`config.mk`:
```
export PLATFORM = sky130hd
export DESIGN_NAME = bitmap_id_allocator
export DESIGN_NICKNAME = d
export VERILOG_FILES = /design/src/rtl/core/bia_pkg.sv /design/src/rtl/core/bitmap_id_allocator.sv /design/src/rtl/core/bia_ram.sv /design/src/rtl/core/bia_scan.sv
export SDC_FILE = /design/constraint.sdc
export NUM_CORES = 2
export LEC_CHECK = 0
export BUFFER_PORTS_ARGS = -buffer_cell sky130_fd_sc_hd__buf_2
export CORE_MARGIN = 5
export CORE_UTILIZATION = 45
export DETAILED_ROUTE_END_ITERATION = 8
export SYNTH_ARGS = -nofsm -noshare
export SYNTH_HDL_FRONTEND = slang
export SYNTH_HIERARCHICAL = 1
export SYNTH_SLANG_ARGS = --single-unit
```
`constraint.sdc`:
```
create_clock -name clk -period 9.7 [get_ports clk]
set_input_delay 0.485 -clock clk [delete_from_list [all_inputs] [get_ports clk]]
set_output_delay 0.485 -clock clk [all_outputs]
set_load 0.1 [all_outputs]
```
`src/rtl/core/bia_pkg.sv`:
```
// bia_pkg: shared types and constants for the bitmap id allocator.
// Holds the request/result payload structs, status codes and FSM states.
// No dependencies.
package bia_pkg;

	localparam int NUM_IDS_DEF = 1024;
	localparam int WORD_W      = 64;
	localparam int BIT_W       = 6;
	localparam int ID_IN_W     = 10;
	localparam int CNT_OUT_W   = 11;

	typedef enum logic {
		KIND_ALLOC = 1'b0,
		KIND_FREE  = 1'b1
	} kind_t;

	typedef enum logic [1:0] {
		ST_OK   = 2'd0,
		ST_NONE = 2'd1,
		ST_DBL  = 2'd2
	} status_t;

	typedef struct packed {
		kind_t               kind;
		logic [ID_IN_W-1:0]  id;
	} req_t;

	typedef struct packed {
		logic [ID_IN_W-1:0]   id_res;
		status_t              status;
		logic [CNT_OUT_W-1:0] free_count;
	} res_t;

	typedef enum logic [1:0] {
		S_CLEAR,
		S_IDLE,
		S_SCAN,
		S_FREE
	} state_t;

	typedef struct packed {
		logic             found;
		logic [BIT_W-1:0] idx;
	} hit_t;

endpackage

```
`src/rtl/core/bitmap_id_allocator.sv`:
```
// bitmap_id_allocator: next-fit id allocator, top level.
// Depends on bia_pkg, bia_ram, bia_scan.
// Usage:
//   Command channel: a transfer happens at a rising edge with start high and
//   busy low. req.kind selects allocate or free; req.id is the id to free.
//   Result channel: done is high for exactly one cycle with res valid. The
//   receiver cannot stall; every command yields exactly one result.
// Command handling:
//   Free of an id in range: the bitmap word is read, then checked and
//   updated in S_FREE; the result is registered from there.
//   Free out of range, or allocate with no free ids: result in the next cycle.
//   Allocate: the scan reads 64-bit bitmap words from the start word up to
//   the word holding the id found (at most ceil(NUM_IDS/64) words, 16 by
//   default). The bitmap RAM delivers one word per cycle on its registered
//   read port; the scan reads the next word each cycle while checking the
//   current one. busy is high while a command is in progress and falls as
//   done rises, so the next command can be taken in the done cycle.
// Reset:
//   arst_n clears control state, then the bitmap RAM is cleared one word per
//   cycle, ceil(NUM_IDS/64) words in all, with busy high. The free count resets to
//   NUM_IDS and the first allocation searches from id 0.
module bitmap_id_allocator #(
	parameter int NUM_IDS = bia_pkg::NUM_IDS_DEF
) (
	input  logic          clk,
	input  logic          arst_n,
	input  logic          start,
	output logic          busy,
	input  bia_pkg::req_t req,
	output logic          done,
	output bia_pkg::res_t res
);

	import bia_pkg::*;

	localparam int MAP_WORDS = (NUM_IDS + WORD_W - 1) / WORD_W;
	localparam int WIDX_W    = (MAP_WORDS > 1) ? $clog2(MAP_WORDS) : 1;
	localparam int ID_W      = $clog2(NUM_IDS);
	localparam int CNT_W     = $clog2(NUM_IDS + 1);
	localparam logic [WIDX_W-1:0] LAST_W = WIDX_W'(MAP_WORDS - 1);

	state_t              state_q, state_d;
	logic [WIDX_W-1:0]   clr_q, clr_d;
	logic [ID_W-1:0]     start_q, start_d;
	logic [CNT_W-1:0]    free_q, free_d;
	logic [WIDX_W-1:0]   chk_w_s1, chk_w_d;
	logic                first_s1, first_d;
	logic [ID_W-1:0]     fid_q, fid_d;
	logic                done_q, done_d;
	res_t                res_q, res_d;

	logic                ram_we;
	logic [WIDX_W-1:0]   ram_waddr;
	logic [WORD_W-1:0]   ram_wdata;
	logic [WIDX_W-1:0]   ram_raddr;
	logic [WORD_W-1:0]   ram_rdata;
	hit_t                hit;
	logic [ID_W-1:0]     n_c;
	logic                in_range;

	bia_ram #(
		.WIDTH(WORD_W),
		.DEPTH(MAP_WORDS),
		.AW   (WIDX_W)
	) u_map (
		.clk  (clk),
		.we   (ram_we),
		.waddr(ram_waddr),
		.wdata(ram_wdata),
		.raddr(ram_raddr),
		.rdata(ram_rdata)
	);

	bia_scan #(
		.NUM_IDS(NUM_IDS)
	) u_scan (
		.word  (ram_rdata),
		.first (first_s1),
		.lo_bit(start_q[BIT_W-1:0]),
		.last  (chk_w_s1 == LAST_W),
		.hit   (hit)
	);

	assign n_c      = ID_W'({chk_w_s1, hit.idx});
	assign in_range = 32'(req.id) < NUM_IDS;

	always_ff @(posedge clk or negedge arst_n) begin
		if (!arst_n) begin
			state_q <= S_CLEAR;
			clr_q   <= '0;
			start_q <= '0;
			free_q  <= CNT_W'(NUM_IDS);
			done_q  <= 1'b0;
		end else begin
			state_q <= state_d;
			clr_q   <= clr_d;
			start_q <= start_d;
			free_q  <= free_d;
			done_q  <= done_d;
		end
	end

	always_ff @(posedge clk) begin
		chk_w_s1 <= chk_w_d;
		first_s1 <= first_d;
		fid_q    <= fid_d;
		res_q    <= res_d;
	end

	always_comb begin
		state_d   = state_q;
		clr_d     = clr_q;
		start_d   = start_q;
		free_d    = free_q;
		chk_w_d   = chk_w_s1;
		first_d   = first_s1;
		fid_d     = fid_q;
		done_d    = 1'b0;
		res_d     = res_q;
		ram_we    = 1'b0;
		ram_waddr = clr_q;
		ram_wdata = '0;
		ram_raddr = WIDX_W'(start_q >> BIT_W);

		unique case (state_q)
			S_CLEAR: begin
				ram_we = 1'b1;
				if (clr_q == LAST_W) begin
					state_d = S_IDLE;
				end else begin
					clr_d = clr_q + 1'b1;
				end
			end
			S_IDLE: begin
				if (start) begin
					if (req.kind == KIND_ALLOC) begin
						if (free_q == '0) begin
							done_d            = 1'b1;
							res_d.id_res      = '0;
							res_d.status      = ST_NONE;
							res_d.free_count  = CNT_OUT_W'(free_q);
						end else begin
							state_d = S_SCAN;
							chk_w_d = WIDX_W'(start_q >> BIT_W);
							first_d = 1'b1;
						end
					end else begin
						if (in_range) begin
							ram_raddr = WIDX_W'(ID_W'(req.id) >> BIT_W);
							fid_d     = ID_W'(req.id);
							state_d   = S_FREE;
						end else begin
							done_d            = 1'b1;
							res_d.id_res      = req.id;
							res_d.status      = ST_DBL;
							res_d.free_count  = CNT_OUT_W'(free_q);
						end
					end
				end
			end
			S_SCAN: begin
				ram_raddr = chk_w_s1 + 1'b1;
				if (hit.found) begin
					ram_we           = 1'b1;
					ram_waddr        = chk_w_s1;
					ram_wdata        = ram_rdata | (64'd1 << hit.idx);
					free_d           = free_q - 1'b1;
					if (({1'b0, n_c} + 1'b1) >= (ID_W + 1)'(NUM_IDS)) begin
						start_d = '0;
					end else begin
						start_d = n_c + 1'b1;
					end
					done_d           = 1'b1;
					res_d.id_res     = ID_IN_W'(n_c);
					res_d.status     = ST_OK;
					res_d.free_count = CNT_OUT_W'(free_q - 1'b1);
					state_d          = S_IDLE;
				end else if (chk_w_s1 == LAST_W) begin
					done_d           = 1'b1;
					res_d.id_res     = '0;
					res_d.status     = ST_NONE;
					res_d.free_count = CNT_OUT_W'(free_q);
					state_d          = S_IDLE;
				end else begin
					chk_w_d = chk_w_s1 + 1'b1;
					first_d = 1'b0;
				end
			end
			S_FREE: begin
				ram_waddr    = WIDX_W'(fid_q >> BIT_W);
				done_d       = 1'b1;
				res_d.id_res = ID_IN_W'(fid_q);
				if (ram_rdata[fid_q[BIT_W-1:0]]) begin
					ram_we           = 1'b1;
					ram_wdata        = ram_rdata & ~(64'd1 << fid_q[BIT_W-1:0]);
					free_d           = free_q + 1'b1;
					res_d.status     = ST_OK;
					res_d.free_count = CNT_OUT_W'(free_q + 1'b1);
				end else begin
					res_d.status     = ST_DBL;
					res_d.free_count = CNT_OUT_W'(free_q);
				end
				state_d = S_IDLE;
			end
			default: begin
				state_d = S_IDLE;
			end
		endcase
	end

	assign busy = (state_q != S_IDLE);
	assign done = done_q;
	assign res  = res_q;

endmodule

```
`src/rtl/core/bia_ram.sv`:
```
// bia_ram: generic simple dual-port RAM, one write and one registered read port.
// Depends on nothing.
module bia_ram #(
	parameter int WIDTH = 64,
	parameter int DEPTH = 16,
	parameter int AW    = (DEPTH > 1) ? $clog2(DEPTH) : 1
) (
	input  logic             clk,
	input  logic             we,
	input  logic [AW-1:0]    waddr,
	input  logic [WIDTH-1:0] wdata,
	input  logic [AW-1:0]    raddr,
	output logic [WIDTH-1:0] rdata
);

	logic [WIDTH-1:0] mem [DEPTH];

	always_ff @(posedge clk) begin
		if (we) begin
			mem[waddr] <= wdata;
		end
		rdata <= mem[raddr];
	end

endmodule

```
`src/rtl/core/bia_scan.sv`:
```
// bia_scan: finds the lowest clear bit of one bitmap word within the search window.
// Depends on bia_pkg.
module bia_scan #(
	parameter int NUM_IDS = bia_pkg::NUM_IDS_DEF
) (
	input  logic [bia_pkg::WORD_W-1:0] word,
	input  logic                       first,
	input  logic [bia_pkg::BIT_W-1:0]  lo_bit,
	input  logic                       last,
	output bia_pkg::hit_t              hit
);

	import bia_pkg::*;

	localparam int REM = NUM_IDS % WORD_W;
	localparam logic [WORD_W-1:0] TOP_MASK =
		(REM == 0) ? {WORD_W{1'b1}} : ((64'd1 << REM) - 64'd1);

	logic [WORD_W-1:0] free_v;

	always_comb begin
		free_v = ~word;
		if (first) begin
			free_v = free_v & ({WORD_W{1'b1}} << lo_bit);
		end
		if (last) begin
			free_v = free_v & TOP_MASK;
		end
		hit = '0;
		for (int i = WORD_W - 1; i >= 0; i--) begin
			if (free_v[i]) begin
				hit.found = 1'b1;
				hit.idx   = BIT_W'(i);
			end
		end
	end

endmodule

```
==> summary.txt <==
Run status
  – Outcome: completed

Setup path
  – Worst EP arrival: 7480 ps
  – Cells on worst reg2reg path: 16
  – Worst setup EP type: register
  – CP Max Fanout: 29
  – Critical-path cell list: and2_1 > o21ai_0 > a22oi_1 > nor4b_1 > nand2_1 > nor2_1 > nand3_1 > nand2_1 > o21ai_0 > inv_1 > buf_4 > a21oi_1 > inv_1 > nand2_1 > nor2_4 > buf_4
  – Critical path class: register to register
  – R2R Setup Slk: 2550 ps
  – Worst Path Required: 10,040 ps
  – R2r endpoint: u_map/mem[7][12]
  – Worst path max stage delay: 800 ps
  – Critical path's slowest cell: nor2_4
  – RR Startpoint: first_s1
  – Most used cell, CP: nand2_1
  – Startpoint Class: register

Pwr
  – Leakage: 17.52 nW
  – Seq pwr share: 36.7%
  – Clock group share of total power: 22.5%
  – Comb pwr share: 40.9%
  – Power Internal: 0.01264 W
  – Worst IR drop on VDD: 463.9 uV
  – Sw Ratio: 37.49%
  – Switching Power: 0.007582 W
  – Power per cell area: 373.9 mW/mm2

Finish
  – Area of the multi-input gates: 0.01346 mm2
  – Most common cell after layout, fill and taps aside: edfxtp_1
  – Fin nets: 2,886
  – # fillers: 8,637
  – FF/Latch Area: 0.03387 mm2
  – Fin util: 50.60%
  – Proportion of layout cells with a drive suffix above 1: 20.66%
  – Area grow syn2layout: 11.98%
  – Diode count: 0
  – Most frequent cells in the layout: 1,062 x edfxtp_1, 263 x nand2_1, 259 x mux4_2, 184 x a22oi_1, 116 x clkbuf_16

Routing
  – Routed vias: 27,860
  – Vias/cell: 6.388
  – Routed Antenna Nets: 0
  – Drt total wl: 138,100 um
  – Detailed Route Iter0 Violations: 3,137
  – Residual DRC: 0
  – Pre-antenna DRT Iters: 6
  – Wire length per cell: 31.66 um

STA
  – Worst Max-Slew Pin Slew: 1321 ps
  – Post-Route Setup TNS: 0 ps
  – Final Cycle Share: 73.68%
  – Max transition margin: 11.92%
  – Final setup fails: 0
  – Fmax: 139.9 MHz
  – Hold Fails Final Rpt: 0
  – Period minus WS final: 7147 ps
  – Clock Skew: 70.88 ps
  – RSZ-0062 raised after global routing: false
  – Slew Viols, Final: 0

Placement
  – DP Wirelength: 83,390 um
  – RePlAce Congestion: 0.9588
  – I/O Buffers: 38

Synthesis
  – Syn Nets: 2,846
  – Cell Area, Synth: 0.04830 mm2
  – Synth Area in Compound Gates: 8.789%
  – Post-synthesis adder-cell area fraction: 0.3886%
  – YS warnings: 6
  – Simple-Gate Fraction of Synth Area: 5.007%
  – Ranking of synthesized cells by area: edfxtp_1 66%, mux4_2 12%, a22oi_1 2.9%
  – Main combinational cell family by area after synthesis: multiplexers
  – Syn Area/Cell: 17.15 um2
  – Post-synthesis sequential area ratio: 70.13%
  – Area share of the leading cell type in the synthesized netlist: 66.02%
  – EDFF count, synth: 1,062
  – Cells after synthesis: 2,817
  – Post-Synth XOR/XNOR Area: 0.3627%
  – Synth Flop Type: edfxtp_1
  – Yosys reg bits: 1,154
  – Ys async rst share: 2.426%
  – Area leader, netlist: edfxtp_1
  – Mux cell area share after synthesis: 12.95%
  – Netlist cell types: 94

Floorplan
  – Core ar.: 0.1069 mm2
  – Num ports: 39
  – Starting Density: 45.18%
  – DIE HEIGHT: 337.6 um
  – Rows: 120
  – Die Area: 0.1140 mm2
  – DIE WIDTH: 337.6 um

Global routing
  – Initial antenna violation count: 4
  – Largest net degree at the start of global routing: 99
  – Grt total ovfl: 0
  – GRT Overall Usage: 24.21%
  – First-pass GRT wire length: 200,300 um
  – Vias in the first global route: 28,080

Clock tree
  – Root buffer cell: clkbuf_16
  – H-tree Lvls: 3
  – Hold Buf Count CTS: 10
  – CTS sink count: 1,154
  – CTS tree: done
  – Number of setup buffers added after CTS: 0
  – Max Buffers Root-to-Sink: 3
  – Clk_lat worst skew: 730 ps
  – Resized Gates After CTS: 0
  – Clock slew at reported path FFs: 60 ps
  – TritonCTS Buffers: 116

Worst hold path
  – Worst hold endpoint: fid_q[1]
  – Worst Hold Depth: 1
  – Hold Crit Class: input port to register
  – HP Start: req[1]

Job
  – Max-cap violations: 0
==> stage by stage <==
| step | cells | area [um2] | hold slack [ps] | setup slack [ps] | total power (W) |
|---|---|---|---|---|---|
| after floorplan | 2817 | 48300 | 189.4 | 1238 | 0.01321 |
| after global placement | 4132 | 50080 | 468.6 | 2784 | 0.01568 |
| after detailed placement | 4132 | 50080 | 512.9 | 2729 | 0.01579 |
| after CTS | 4361 | 54090 | 6.184 | 2684 | 0.02037 |
| after global routing | 4361 | 54090 | 42.29 | 2100 | 0.02118 |
| final | 4361 | 54090 | 52.68 | 2553 | 0.02022 |
==> cell families (layout without fill, tap and decap cells) <==
family,count (synthesis),in the layout
AO/OA/AOI/OAI,581,581
flip-flops,1154,1154
multiplexers,283,283
adder cells (fa/ha/maj),15,15
buffers and inverters,232,373
XOR/XNOR,20,20
AND/OR/NAND/NOR,532,532
==> worst max-delay path by stage <==
stage / depth (start not counted) / from / endpoint / slack [ps]
global route: 16 / first_s1 / u_map/mem[7][12] / 2100
CTS: 16 / first_s1 / u_map/mem[7][61] / 2680
finish: 16 / first_s1 / u_map/mem[7][12] / 2550
global placement: 16 / first_s1 / u_map/mem[7][59] / 2780
floorplan: 18 / first_s1 / u_map/mem[0][0] / 1240
detailed placement: 16 / first_s1 / u_map/mem[7][63] / 2730
==> cell usage after synthesis (all sizes together) (11+ instances only) <==
| cell type | n |
|---|---|
| nand3 | 33 |
| nor3 | 39 |
| ha | 15 |
| a31oi | 11 |
| nand2 | 264 |
| and2 | 14 |
| nand4 | 11 |
| o2111ai | 52 |
| o21bai | 12 |
| o211ai | 19 |
| a21o | 12 |
| buf | 101 |
| mux2i | 11 |
| o22ai | 11 |
| inv | 40 |
| dfrtp | 27 |
| edfxtp | 1062 |
| mux4 | 270 |
| dfxtp | 64 |
| nor2 | 86 |
| nand2b | 17 |
| o21ai | 53 |
| a211oi | 11 |
| clkbuf | 91 |
| xnor2 | 15 |
| a22oi | 184 |
| nor4 | 12 |
| a21oi | 96 |
| a22o | 26 |
| nor2b | 15 |
==> layout make-up <==
class                           count  area share (%)
Timing Repair Buffer              114           1.753
Tap cell                         1403           3.245
Sequential cell                  1154           62.63
Multi-Input combinational cell   1431           24.88
Clock buffer                      147           5.748
Inverter                           40          0.2776
Clock inverter                     72           1.474
==> routing by layer <==
layer	global-route usage, %	share of wire (%)	up-vias
met4	6.952	3.1	2
met5	0	0.0087	-
li1	-	-	11620
met2	38.44	47	1321
met1	34.79	42	14690
met3	4.379	7.5	219
==> power by group through the flow <==
stage	logic [W]	registers (W)	clock network, W
after global placement	0.00822	0.00746	0
after CTS	0.00832	0.00740	0.00464
after detailed placement	0.00829	0.00750	0
final	0.00826	0.00741	0.00455
after global routing	0.00886	0.00747	0.00485
after floorplan	0.00574	0.00747	0
==> critical path, delay by kind of cell, from the launching register on <==
| kind | cells | cell delay (ps) |
|---|---|---|
| flops | 1 | 770 |
| buf+inv | 4 | 1200 |
| compound gates | 4 | 1020 |
| simple gates | 8 | 3640 |
==> state kept, by name, summed over array words and instances (netlist names) <==
register	flops
u_map/mem	1024
fid_q	10
start_q	10
clr_q	4
done	1
state_q	2
chk_w_s1	4
free_q	11
u_map/rdata	64
res	23
first_s1	1
Note: power is estimated with default switching activity, not from simulation.
